`src/rtlpm_pkg.sv`:
```
// shared types, constants and helper functions of the ipv4 route table
package rtlpm_pkg;

  localparam int ENTRIES   = 64;
  localparam int PORT_BITS = 8;

  localparam int IDX_W = (ENTRIES > 1) ? $clog2(ENTRIES) : 1;
  localparam logic [IDX_W-1:0] LAST_IDX = IDX_W'(ENTRIES - 1);

  // stored port is kept to its low PORT_BITS bits, presented as 8 bits
  localparam logic [7:0] PORT_MASK = (PORT_BITS >= 8) ? 8'hFF : 8'((1 << PORT_BITS) - 1);

  // operation codes
  localparam logic [2:0] FN_ADD    = 3'd0;
  localparam logic [2:0] FN_DELETE = 3'd1;
  localparam logic [2:0] FN_EXACT  = 3'd2;
  localparam logic [2:0] FN_LPM    = 3'd3;
  localparam logic [2:0] FN_CLEAR  = 3'd4;

  // status codes
  localparam logic [1:0] ST_OK        = 2'd0;
  localparam logic [1:0] ST_DUP       = 2'd1;
  localparam logic [1:0] ST_FULL      = 2'd2;
  localparam logic [1:0] ST_NOT_FOUND = 2'd3;

  typedef struct packed {
    logic [2:0]  func;
    logic [31:0] address;
    logic [5:0]  prefix_len;
    logic [31:0] gateway;
    logic        gateway_valid;
    logic [7:0]  out_port;
    logic        out_port_valid;
    logic        direct;
  } in_item_t;

  typedef struct packed {
    logic [1:0]  status;
    logic [31:0] hit_prefix;
    logic [5:0]  hit_len;
    logic        hit_direct;
    logic [31:0] hit_gateway;
    logic        hit_gateway_valid;
    logic [7:0]  hit_port;
    logic        hit_port_valid;
  } out_result_t;

  // one route slot
  typedef struct packed {
    logic [31:0] prefix;
    logic [5:0]  len;
    logic        direct;
    logic [31:0] gateway;
    logic        gateway_valid;
    logic [7:0]  port;
    logic        port_valid;
  } slot_t;

  // search key of the operation in flight
  typedef struct packed {
    logic [31:0] addr;
    logic [31:0] prefix;
    logic [5:0]  len;
  } key_t;

  // compare unit verdict for one slot
  typedef struct packed {
    logic exact;
    logic better;
    logic free;
  } match_t;

  // slot store update
  typedef struct packed {
    logic             wr_en;
    logic             clr_en;
    logic             clr_all;
    logic [IDX_W-1:0] idx;
    slot_t            data;
  } store_cmd_t;

  function automatic logic [31:0] len_mask(input logic [5:0] len);
    return ~(32'hFFFF_FFFF >> len);
  endfunction

  function automatic logic [5:0] clip_len(input logic [5:0] len);
    return (len > 6'd32) ? 6'd32 : len;
  endfunction

  function automatic out_result_t make_result(input logic [1:0] status,
                                              input logic found, input slot_t ent);
    out_result_t r;
    r = '0;
    r.status = status;
    if (found) begin
      r.hit_prefix        = ent.prefix;
      r.hit_len           = ent.len;
      r.hit_direct        = ent.direct;
      r.hit_gateway       = ent.gateway;
      r.hit_gateway_valid = ent.gateway_valid;
      r.hit_port          = ent.port;
      r.hit_port_valid    = ent.port_valid;
    end
    return r;
  endfunction

endpackage

```
`src/rtlpm_match_unit.sv`:
```
// compare unit: checks one slot against the key and the best match so far
module rtlpm_match_unit
  import rtlpm_pkg::*;
(
  input  slot_t      ent,
  input  logic       used,
  input  key_t       key,
  input  logic       best_found,
  input  logic [5:0] best_len,
  output match_t     verdict
);

  logic lpm_hit;

  assign lpm_hit        = used && ((key.addr & len_mask(ent.len)) == ent.prefix);
  assign verdict.exact  = used && (ent.prefix == key.prefix) && (ent.len == key.len);
  assign verdict.better = lpm_hit && (!best_found || (ent.len > best_len));
  assign verdict.free   = !used;

endmodule

```
`config.mk`:
```
export PLATFORM = sky130hd
export DESIGN_NAME = rtlpm_match_unit
export DESIGN_NICKNAME = d
export VERILOG_FILES = /design/src/rtlpm_pkg.sv /design/src/rtlpm_match_unit.sv
export SDC_FILE = /design/constraint.sdc
export NUM_CORES = 1
export LEC_CHECK = 0
export BUFFER_PORTS_ARGS = -buffer_cell sky130_fd_sc_hd__buf_2
export CAP_MARGIN = 30
export CORE_MARGIN = 2
export CORE_UTILIZATION = 40
export DETAILED_ROUTE_END_ITERATION = 16
export PLACE_DENSITY = 0.91
export SLEW_MARGIN = 20
export SYNTH_ARGS = -nofsm -noshare
export SYNTH_HDL_FRONTEND = slang
export SYNTH_SLANG_ARGS = --single-unit
```
`constraint.sdc`:
```
create_clock -name vclk -period 3.4
set_input_delay 0.17 -clock vclk [all_inputs]
set_output_delay 0.17 -clock vclk [all_outputs]
set_load 0.05 [all_outputs]
```
==> flow_summary_export.csv <==
group,metric,value,unit
run_status,status,"finished, final reports clean",
worst_setup_path,critical_path_arrival,2.64,ns
placed_design,portBuffers,119,
layout,seq_area,0,um2
floorplan,io_pins,162,
global_routing,overflow,0,
sta,tns,0,ns
worst_hold_path,hold_path_class,"in -> out",
sta,fin_crit_sh,0.8277,
drt,dr_total_vias,2040,
layout,drive_above_1_share,0.3841,
sta,hold_viol_final,0,
drt,avgViaCountPerCell,5.426,
clock_tree,cts_hold_buf,0,
power,p_leak,1.048,nW
synthesis,yosysWarnings,0,
sta,tightestPinTransition,0.4916,ns
worst_setup_path,required,3.23,ns
synthesis,synth_top_family_by_area,"XOR/XNOR gates",
worst_setup_path,end_kind,"output pin",
layout,finish.utilization,0.5823,
power,ir_drop,0.00007663,V
worst_setup_path,crit_type,"in -> out",
run,drv_cap,0,
drt,drc,0,
sta,max_freq,0.3553,GHz
floorplan,die_h,65.19,um
global_routing,grt_pass1_wl,8728,um
synthesis,synth.net_count,383,
layout,n_clock_buffer,0,
worst_setup_path,startpoint_type,"input pin",
synthesis,synth.distinct_cells,44,
floorplan,die_w,65.19,um
drt,drt_iter0_drc,131,
layout,final_common_cell,"buf_2",
floorplan,coreArea,3633,um2
synthesis,syn_area,1498,um2
layout,diodes,0,
floorplan,rows,22,
layout,nFillCells,377,
sta,final_max_slew_viol_count,0,
drt,routed_wl,5575,um
layout,mostFrequentLayoutCells,"119 x buf_2, 42 x xor2_1, 22 x o21ai_0",
drt,drtAntennaViolNets,0,
global_routing,grt_max_degree,23,
synthesis,synth_mux_area_frac,0.006683,
synthesis,synthAdderAreaFrac,0.05013,
synthesis,synth_cells,218,
worst_setup_path,crit_path_max_fanout,11,
synthesis,synth.avg_cell_area,6.870,um2
floorplan,die_area,4250,um2
synthesis,synth_xor_area_frac,0.3216,
layout,final_cells,376,
power,power_density,117.7,nW/um2
placed_design,gp_congestion,0.9199,
layout,fin_nets,495,
clock_tree,cts-resized-gates,0,
floorplan,initial_core_util,0.4122,
sta,finalSetupViolCount,0,
placed_design,hpwl,4800,um
sta,maxSlewHeadroom,0.6638,
placed_design,dp.cells,376,
layout,n_sequential_cell,0,
global_routing,grt_pass1_vias,1970,
global_routing,grt_antenna_before_repair,0,
drt,routedWlPerCell,14.83,um
synthesis,yosysSeqAreaShare,0,
sta,post-route-min-period,2.814,ns
layout,area_growth,41.27,%
synthesis,synth_compound_area_frac,0.2882,
synthesis,synthSimpleGateAreaFrac,0.2607,
drt,dr.pass1.iters,4,
global_routing,grt_use_total,0.2572,
clock_tree,post_cts_buffers,0,
sta,rsz0062_at_grt,"no",
[path summary, 6_finish.rpt]
check / cells after the start / slack, ns / from / endpoint
worst min-delay path: 3 / 0.69 / used / verdict[0]
worst max-delay path: 8 / 0.59 / ent[48] / verdict[1]
[cell families (layout without fill, tap and decap cells)]
group	after synthesis	count (layout)
compound gates	62	62
mux	1	1
fa+ha+maj	6	6
xor+xnor	55	55
simple gates	68	68
buf+inv	26	136
[synthesized netlist by cell type, drive strengths merged (5+ instances only)]
cell type   n  area [um2]
nor2b       7       43.79
inv        15       56.30
o22ai       5       31.28
nand4      11       68.82
xnor2      13       113.9
nand2      13       48.80
nand3       6       30.03
o21ai      22       110.1
a21oi       6       30.03
nor4        9       62.56
ha          6       75.07
buf         6       33.78
clkbuf      5       18.77
xor2       42       367.9
[through the flow]
| step | setup slack, ns | hold WS, ns | cell area, um2 | total power, mW |
|---|---|---|---|---|
| 2_1_floorplan | 0.5547 | 0.5165 | 1498 | 0.1322 |
| 3_3_place_gp | 0.5761 | 0.6968 | 2116 | 0.2419 |
| 3_5_place_dp | 0.5857 | 0.6955 | 2116 | 0.2474 |
| 4_1_cts | 0.5770 | 0.6968 | 2116 | 0.2488 |
| 5_1_grt | 0.4477 | 0.7123 | 2116 | 0.2772 |
| 6_report | 0.5858 | 0.6925 | 2116 | 0.2490 |
[metal layers]
| metal | track usage | routed length (um) | vias to the layer above |
|---|---|---|---|
| met5 | 0 | 0 | - |
| met4 | 0.02604 | 49 | 0 |
| met3 | 0.02226 | 606 | 4 |
| met2 | 0.4872 | 2826 | 109 |
| met1 | 0.3233 | 2092 | 900 |
| li1 | - | - | 1027 |
[critical path, stage by stage]
cell and delay (ns):
buf_2 0.18, or3_1 0.56, o311ai_4 0.26, o41a_2 0.18, nand4_1 0.12, or4_1 0.55, nor4_2 0.31, buf_2 0.31
[final cells by class]
class                      instances  area, um2  share of cell area
multi-input combinational        192       1389              0.6564
timing repair buffer             121      610.6              0.2886
tap                               48      60.06             0.02839
inverter                          15      56.30             0.02661
[report_power, final]
group,switching (mW),internal (mW),total [mW]
clock network,0,0,0
registers,0,0,0
logic,0.129,0.120,0.249
total,0.129,0.120,0.249
Note: power is estimated with default switching activity, not from simulation.
